File: src/hw/rtl/lrul_pkg.sv
`default_nettype none

package lrul_pkg;

    // Table size, port field widths and microprogram address width
    localparam int LRUL_ENTRIES = 256;
    localparam int CMD_W        = 2;
    localparam int IDX_W        = 8;
    localparam int STAT_W       = 2;
    localparam int PTR_W        = 9;
    localparam int UPC_W        = 3;

    typedef enum logic [CMD_W-1:0] {
        CMD_INSERT = 2'd0,
        CMD_REMOVE = 2'd1,
        CMD_POP    = 2'd2,
        CMD_MOVE   = 2'd3
    } t_cmd;

    typedef enum logic [STAT_W-1:0] {
        ST_DONE   = 2'd0,
        ST_EMPTY  = 2'd1,
        ST_REJECT = 2'd2
    } t_status;

    // Microcode fields
    typedef enum logic [1:0] {
        SEQ_NEXT = 2'd0,
        SEQ_DISP = 2'd1,
        SEQ_END  = 2'd2
    } t_seq_op;

    typedef enum logic [1:0] {
        PW_NONE        = 2'd0,
        PW_N_GETS_P    = 2'd1,
        PW_E_CLR       = 2'd2,
        PW_HEAD_GETS_E = 2'd3
    } t_prev_op;

    typedef enum logic [1:0] {
        NW_NONE        = 2'd0,
        NW_P_GETS_N    = 2'd1,
        NW_E_GETS_HEAD = 2'd2
    } t_next_op;

    typedef enum logic [1:0] {
        PTR_KEEP   = 2'd0,
        PTR_UNLINK = 2'd1,
        PTR_FRONT  = 2'd2
    } t_ptr_op;

    typedef enum logic [1:0] {
        FLG_KEEP = 2'd0,
        FLG_SET  = 2'd1,
        FLG_CLR  = 2'd2
    } t_flag_op;

    typedef enum logic [1:0] {
        CNT_KEEP = 2'd0,
        CNT_INC  = 2'd1,
        CNT_DEC  = 2'd2
    } t_cnt_op;

    typedef struct packed {
        logic     rd;
        t_prev_op prev_op;
        t_next_op next_op;
        t_ptr_op  head_op;
        t_ptr_op  tail_op;
        t_flag_op flag_op;
        t_cnt_op  cnt_op;
        t_seq_op  seq;
    } t_uword;

    // Sequencer to datapath
    typedef struct packed {
        logic   act;
        t_uword uw;
    } t_ctl;

    // Datapath to sequencer, sampled at dispatch
    typedef struct packed {
        t_cmd cmd;
        logic misuse;
        logic empty;
        logic at_head;
    } t_cond;

    // Microprogram addresses
    localparam logic [UPC_W-1:0] UA_DISP = 3'd0;
    localparam logic [UPC_W-1:0] UA_FIN  = 3'd1;
    localparam logic [UPC_W-1:0] UA_UNL  = 3'd2;
    localparam logic [UPC_W-1:0] UA_MVU  = 3'd3;
    localparam logic [UPC_W-1:0] UA_LK1  = 3'd4;
    localparam logic [UPC_W-1:0] UA_LK2  = 3'd5;

    // Control store
    function automatic t_uword lrul_urom(input logic [UPC_W-1:0] upc);
        t_uword w;
        w = '{rd: 1'b0, prev_op: PW_NONE, next_op: NW_NONE, head_op: PTR_KEEP,
              tail_op: PTR_KEEP, flag_op: FLG_KEEP, cnt_op: CNT_KEEP, seq: SEQ_END};
        unique case (upc)
            UA_DISP: begin
                w.rd  = 1'b1;
                w.seq = SEQ_DISP;
            end
            UA_FIN: begin
                w.seq = SEQ_END;
            end
            UA_UNL, UA_MVU: begin
                w.prev_op = PW_N_GETS_P;
                w.next_op = NW_P_GETS_N;
                w.head_op = PTR_UNLINK;
                w.tail_op = PTR_UNLINK;
                w.flag_op = FLG_CLR;
                w.cnt_op  = CNT_DEC;
                w.seq     = (upc == UA_MVU) ? SEQ_NEXT : SEQ_END;
            end
            UA_LK1: begin
                w.prev_op = PW_E_CLR;
                w.next_op = NW_E_GETS_HEAD;
                w.flag_op = FLG_SET;
                w.seq     = SEQ_NEXT;
            end
            UA_LK2: begin
                w.prev_op = PW_HEAD_GETS_E;
                w.head_op = PTR_FRONT;
                w.tail_op = PTR_FRONT;
                w.cnt_op  = CNT_INC;
                w.seq     = SEQ_END;
            end
            default: begin
                w.seq = SEQ_END;
            end
        endcase
        return w;
    endfunction

endpackage

`default_nettype wire

File: src/hw/rtl/lrul_seq.sv
`default_nettype none

module lrul_seq
    import lrul_pkg::*;
(
    input  wire logic  i_clk,
    input  wire logic  i_rst_n,
    input  wire logic  i_start,
    input  wire t_cond i_cond,
    input  wire logic  i_out_free,
    output logic       o_busy,
    output t_ctl       o_ctl
);

    logic             r_busy;
    logic [UPC_W-1:0] r_upc;
    logic [UPC_W-1:0] disp_target;
    t_uword           uw;
    logic             act;
    logic             end_blocked;

    // Fetch the current control word
    assign uw          = lrul_urom(r_upc);
    assign end_blocked = (uw.seq == SEQ_END) && !i_out_free;
    assign act         = r_busy && !end_blocked;

    assign o_busy    = r_busy;
    assign o_ctl.act = act;
    assign o_ctl.uw  = uw;

    // Pick the routine for the command
    always_comb begin
        if (i_cond.misuse || ((i_cond.cmd == CMD_POP) && i_cond.empty)
                || ((i_cond.cmd == CMD_MOVE) && i_cond.at_head)) begin
            disp_target = UA_FIN;
        end else begin
            unique case (i_cond.cmd)
                CMD_INSERT: disp_target = UA_LK1;
                CMD_REMOVE: disp_target = UA_UNL;
                CMD_POP:    disp_target = UA_UNL;
                CMD_MOVE:   disp_target = UA_MVU;
            endcase
        end
    end

    // Step counter
    always_ff @(posedge i_clk) begin
        if (!i_rst_n) begin
            r_busy <= 1'b0;
            r_upc  <= UA_DISP;
        end else if (i_start) begin
            r_busy <= 1'b1;
            r_upc  <= UA_DISP;
        end else if (act) begin
            unique case (uw.seq)
                SEQ_NEXT: r_upc  <= r_upc + 1'b1;
                SEQ_DISP: r_upc  <= disp_target;
                SEQ_END:  r_busy <= 1'b0;
                default:  r_busy <= 1'b0;
            endcase
        end
    end

    a_start_at_disp: assert property (@(posedge i_clk) disable iff (!i_rst_n)
        i_start |=> (r_busy && (r_upc == UA_DISP)))
        else $error("sequencer did not enter dispatch after accept");

    a_end_holds: assert property (@(posedge i_clk) disable iff (!i_rst_n)
        (r_busy && end_blocked && !i_start) |=> (r_busy && $stable(r_upc)))
        else $error("final step left while result register was full");

endmodule

`default_nettype wire

File: config.mk
export PLATFORM = sky130hd
export DESIGN_NAME = lrul_seq
export DESIGN_NICKNAME = d
export VERILOG_FILES = /design/src/hw/rtl/lrul_pkg.sv /design/src/hw/rtl/lrul_seq.sv
export SDC_FILE = /design/constraint.sdc
export NUM_CORES = 1
export LEC_CHECK = 0
export ABC_AREA = 1
export BUFFER_PORTS_ARGS = -buffer_cell sky130_fd_sc_hd__buf_4
export CAP_MARGIN = 20
export CORE_MARGIN = 2
export CORE_UTILIZATION = 40
export CTS_CLUSTER_SIZE = 14
export DETAILED_ROUTE_END_ITERATION = 10
export PLACE_DENSITY_LB_ADDON = 0.3
export SYNTH_ARGS = -nofsm -noshare
export SYNTH_HDL_FRONTEND = slang
export SYNTH_SLANG_ARGS = --single-unit
File: constraint.sdc
create_clock -name i_clk -period 1.4 [get_ports i_clk]
set_input_delay 0.14 -clock i_clk [delete_from_list [all_inputs] [get_ports i_clk]]
set_output_delay 0.14 -clock i_clk [all_outputs]
set_load 0.01 [all_outputs]
---- After elaboration in Yosys (flattened, before gate mapping) ----
Index checks and enable logic that the tools add are counted.
operators by class
  equality and inequality tests ........... 10
  shifts and indexed selects .............. 0
  div/mod/pow operators ................... 0
  $mul .................................... 0
  reductions and logical operators ........ 19
  magnitude comparators ................... 0
  add/sub/neg operators ................... 1
  bitwise operators ....................... 1
  mux-type cells .......................... 14
operators by type and width
  operator                                                                count
  2-bit one-hot mux with 2 select lines                                   3
  2-bit one-hot mux with 3 select lines                                   2
  3-bit one-hot mux with 3 select lines                                   1
  4-bit one-hot mux with 2 select lines                                   1
  2-bit OR reduction                                                      4
  2-bit equality test (second input constant)                             3
  3-bit by 2-bit equality test with 1-bit output (second input constant)  2
  3-bit equality test (second input constant)                             2
  3-bit one-hot mux with 2 select lines                                   1
  2-bit by 1-bit equality test with 1-bit output (second input constant)  2
  1-bit logical AND                                                       4
  2-bit logical NOT                                                       2
  1-bit two-way mux                                                       4
  2-bit AND reduction                                                     2
  2-bit nonzero test                                                      2
  3-bit by 1-bit adder with 3-bit output (second input constant)          1
  3-bit logical NOT                                                       1
  3-bit two-way mux                                                       1
  1-bit logical NOT                                                       2
  1-bit logical OR                                                        2
  2-bit two-way mux                                                       1
  2-bit by 1-bit != test with 1-bit output (second input constant)        1
  1-bit NOT                                                               1
storage, ports and cells
  latch bits .............................. 0
  RAM bits ................................ 0
  bits in read-only memories .............. 0
  logic and storage cells ................. 47
  input port bits ......................... 9
  register bits after elaboration ......... 4
  memories ................................ 0

---- Logic depth before layout (Yosys ltp) ----
  word-level depth ........................ 9
  gate-level depth with buffers ........... 9

---- Least setup slack after synthesis ----
No wires, ideal clock.
  path type ............................... flip-flop to output port
  from .................................... reg r_upc[1]
  to ...................................... out o_ctl[15] (netlist name)
  buffers on the path ..................... 1
  arrival time ............................ 1.220 ns
  cell stages (with the launch flop) ...... 8
  setup slack ............................. 0.040 ns
  required time ........................... 1.260 ns
  cells stage by stage .................... dfxtp_1 > ha_1 > ha_1 > inv_1 > nand3_4 > nand3_4 > nand2_1 > buf_4
between the ends
  word-level cells in the longest chain between the ends .. 7
ends and longest elaborated chain
  element                                                                   RTL line                          RTL
  from (decl)                                                               lrul_seq.sv:16                    logic [UPC_W-1:0] r_upc;
  from (signal assigned)                                                    lrul_seq.sv:56                    SEQ_NEXT: r_upc <= r_upc + 1'b1;
  from (signal assigned)                                                    lrul_seq.sv:57                    SEQ_DISP: r_upc <= disp_target;
  3-bit by 2-bit equality test with 1-bit output, on equally long branches  lrul_pkg.sv:102, lrul_pkg.sv:117
  2-bit OR reduction / 2-bit two-way mux (equally long branches)            lrul_pkg.sv:102, lrul_pkg.sv:117
  2-bit one-hot mux with 3 select lines *                                   lrul_pkg.sv:102                   unique case (upc)
  2-bit equality test *                                                     lrul_seq.sv:24                    assign end_blocked = (uw.seq == SEQ_END) && !i_out_free;
  1-bit logical AND *                                                       lrul_seq.sv:24
  1-bit logical NOT *                                                       lrul_seq.sv:25                    assign act = r_busy && !end_blocked;
  1-bit logical AND *                                                       lrul_seq.sv:25
  to (decl)                                                                 lrul_seq.sv:12                    output t_ctl o_ctl
Every way passes the cells marked *; elsewhere a longest branch is shown, timed or not.

==> impl_metrics.env <==
export IMPL_synthesis_area_um2=541
export IMPL_share_comb_of_total_power_pct=50.2
export IMPL_cts_tree="built"
export IMPL_grt_pass1_vias=475
export IMPL_switching_share_pct=35.2
export IMPL_clockRootBuffer="clkbuf_4"
export IMPL_die_w_um=40.8
export IMPL_antenna_found_initial=0
export IMPL_critPathCaptureType="output pin"
export IMPL_max_cap_violations=0
export IMPL_r2r_cells=9
export IMPL_power_share_clock_pct=25.4
export IMPL_peakVddDrop_uv=458
export IMPL_synth_seq_area_share_pct=14.8
export IMPL_status="finished with violations"
export IMPL_power_density_nw_per_um2=637
export IMPL_gr_total_overflow=0
export IMPL_num_vias=542
export IMPL_syn_avg_cell_area_um2=6.67
export IMPL_dp_hpwl_um=839
export IMPL_layout_common_cells="26 x buf_4, 16 x nand2_1, 11 x inv_1"
export IMPL_start_kind="flip-flop"
export IMPL_drc=0
export IMPL_htree_levels=1
export IMPL_num_fill_cells=113
export IMPL_fp_row_count=13
export IMPL_portBuffers=25
export IMPL_fmax_ghz=0.689
export IMPL_fp_dieArea_um2=1660
export IMPL_post_dp_cell_area_um2=709
export IMPL_ctsHoldBuffers=0
export IMPL_pre_cts_slack_ns=0.0296
export IMPL_path_cells="ha_4 > ha_4 > inv_4 > nand3_4 > nand3_4 > nand2_2 > buf_6"
export IMPL_synth_cell_types=20
export IMPL_antennaDiodeCount=0
export IMPL_fin_crit_sh_pct=104
export IMPL_p_leak_nw=0.471
export IMPL_drt_wl_total_um=1190
export IMPL_final_common_cell="buf_4"
export IMPL_ios=26
export IMPL_slowest_stage="dfxtp_4"
export IMPL_period_needed_ns=1.45
export IMPL_drtPass1Iterations=3
export IMPL_grt_pass1_wl_um=1940
export IMPL_slew_violations=0
export IMPL_drt_vias_per_instance=4.44
export IMPL_ff2ff_setup_slack_ns=-0.02
export IMPL_antenna_left=0
export IMPL_grt_usage_pct=17.8
export IMPL_switching_power_mw=0.189
export IMPL_tightest_slew_ns=0.214
export IMPL_crit_arrival_ns=1.31
export IMPL_core_um2=1280
export IMPL_drtIter0Drc=8
export IMPL_clockBufferDepth=2
export IMPL_worst_slack_ns=-0.0521
export IMPL_critical_path_class="flip-flop to output pin"
export IMPL_die_h_um=40.8
export IMPL_nets=123
export IMPL_cts_clk_slew_worst_paths_ns=0.03
export IMPL_critPathRequiredTime_ns=1.26
export IMPL_cts_sinks=4
export IMPL_p_int_mw=0.348
export IMPL_final_area_um2=843
export IMPL_setup_viol=3
export IMPL_grt_max_degree=8
export IMPL_violations="setup timing"
export IMPL_hold_viol_final=0
export IMPL_hold_path_depth=3
export IMPL_seqPwrFrac_pct=24.4
export IMPL_syn_nets=95
export IMPL_multi_input_area_um2=379
export IMPL_tns_ns=-0.0866
export IMPL_cts_buffers_inserted=3
export IMPL_register_area_um2=88.8
export IMPL_relSlewSlack_pct=85.7
export IMPL_post_drt_wl_per_cell_um=9.72
export IMPL_critPathMaxStageDelay_ns=0.35
export IMPL_gp_congestion=0.903
export IMPL_syn_to_final_growth_pct=56.0
export IMPL_path_max_fanout=4
export IMPL_rsz0062_at_grt="true"
export IMPL_drive_gt1_share_pct=58.9
export IMPL_syn_inst=81
export IMPL_clock_latency_ns=0.23
export IMPL_hold_class="input pin to flip-flop"
export IMPL_clock_skew_ns=0.000255
export IMPL_yosysWarnings=0
export IMPL_initial_core_util_pct=42.1
export IMPL_ys_ff_latch=4
==> cells by family after synthesis <==
family / synth area share (%)
simple gates: 40.3
buf+inv: 25.2
compound gates: 8.10
fa+ha+maj: 11.6
flops: 14.8
==> power by group through the flow <==
| stage | clock (mW) | combinational (mW) | sequential [mW] |
|---|---|---|---|
| after floorplan | 0 | 0.159 | 0.132 |
| after global placement | 0 | 0.229 | 0.131 |
| after detailed placement | 0 | 0.230 | 0.131 |
| after CTS | 0.146 | 0.255 | 0.130 |
| after global routing | 0.160 | 0.300 | 0.132 |
| final | 0.136 | 0.270 | 0.131 |
==> worst max-delay path, delay by kind of cell, from the launching register on <==
kind	cells	cell delay (ns)
flops	1	0.35
simple gates	3	0.25
buf+inv	2	0.18
fa+ha+maj	2	0.31
==> per-layer routing <==
metal	GRT usage (%)	up-vias	part of all wire, %
li1	-	292	-
met1	20.8	237	44
met2	32.5	13	53
met3	1.63	0	3.1
met4	7.50	0	0
met5	0	-	0
==> cell usage after synthesis <==
cell / number / area [µm²]
nor2_1: 8 / 30.0
nand2_1: 19 / 71.3
o21ai_1: 1 / 5.00
o21bai_1: 1 / 7.51
nand2_4: 2 / 22.5
o21ai_0: 1 / 5.00
inv_2: 2 / 7.51
nand2_2: 3 / 18.8
nor2_2: 1 / 6.26
a21boi_1: 1 / 7.51
nand4_1: 1 / 6.26
buf_4: 9 / 67.6
a21oi_1: 2 / 10.0
inv_1: 13 / 48.8
nand3_1: 2 / 10.0
ha_1: 5 / 62.6
inv_4: 2 / 12.5
o21ai_2: 1 / 8.76
dfxtp_1: 4 / 80.1
nand3_4: 3 / 52.6
==> cell type report <==
cell class                      count  area share (%)
Multi-Input combinational cell     51            45.0
Timing Repair Buffer               32            31.2
Sequential cell                     4            10.5
Inverter                           17            8.46
Clock buffer                        3            2.67
Tap cell                           15            2.23
==> repair_timing <==
action                                 CTS  global route
setup endpoints to repair                8            13
endpoints found under the hold margin    0             0
setup buffers                            2             1
pin swaps                                3             1
gates resized for setup                 19             9
cloned                                   0             0
==> through the flow <==
step	hold WS (ns)	total power, mW	cells	utilization, %
6_report	0.155	0.538	122	65.6
3_3_place_gp	0.382	0.361	116	55.2
3_5_place_dp	0.398	0.361	116	55.2
5_1_grt	0.184	0.592	122	65.6
4_1_cts	0.154	0.531	121	62.9
2_1_floorplan	0.270	0.291	81	-
==> worst paths after layout <==
kind,endpoint,start
max,o_ctl[15],r_upc[0]
min,o_busy,i_rst_n
max reg2reg,r_upc[0],r_upc[0]
min reg2reg,o_busy,o_busy
==> state kept, by name, summed over array words and instances, names as in the netlist <==
register / flops
o_busy: 1
r_upc: 3
Note: power is estimated with default switching activity, not from simulation.
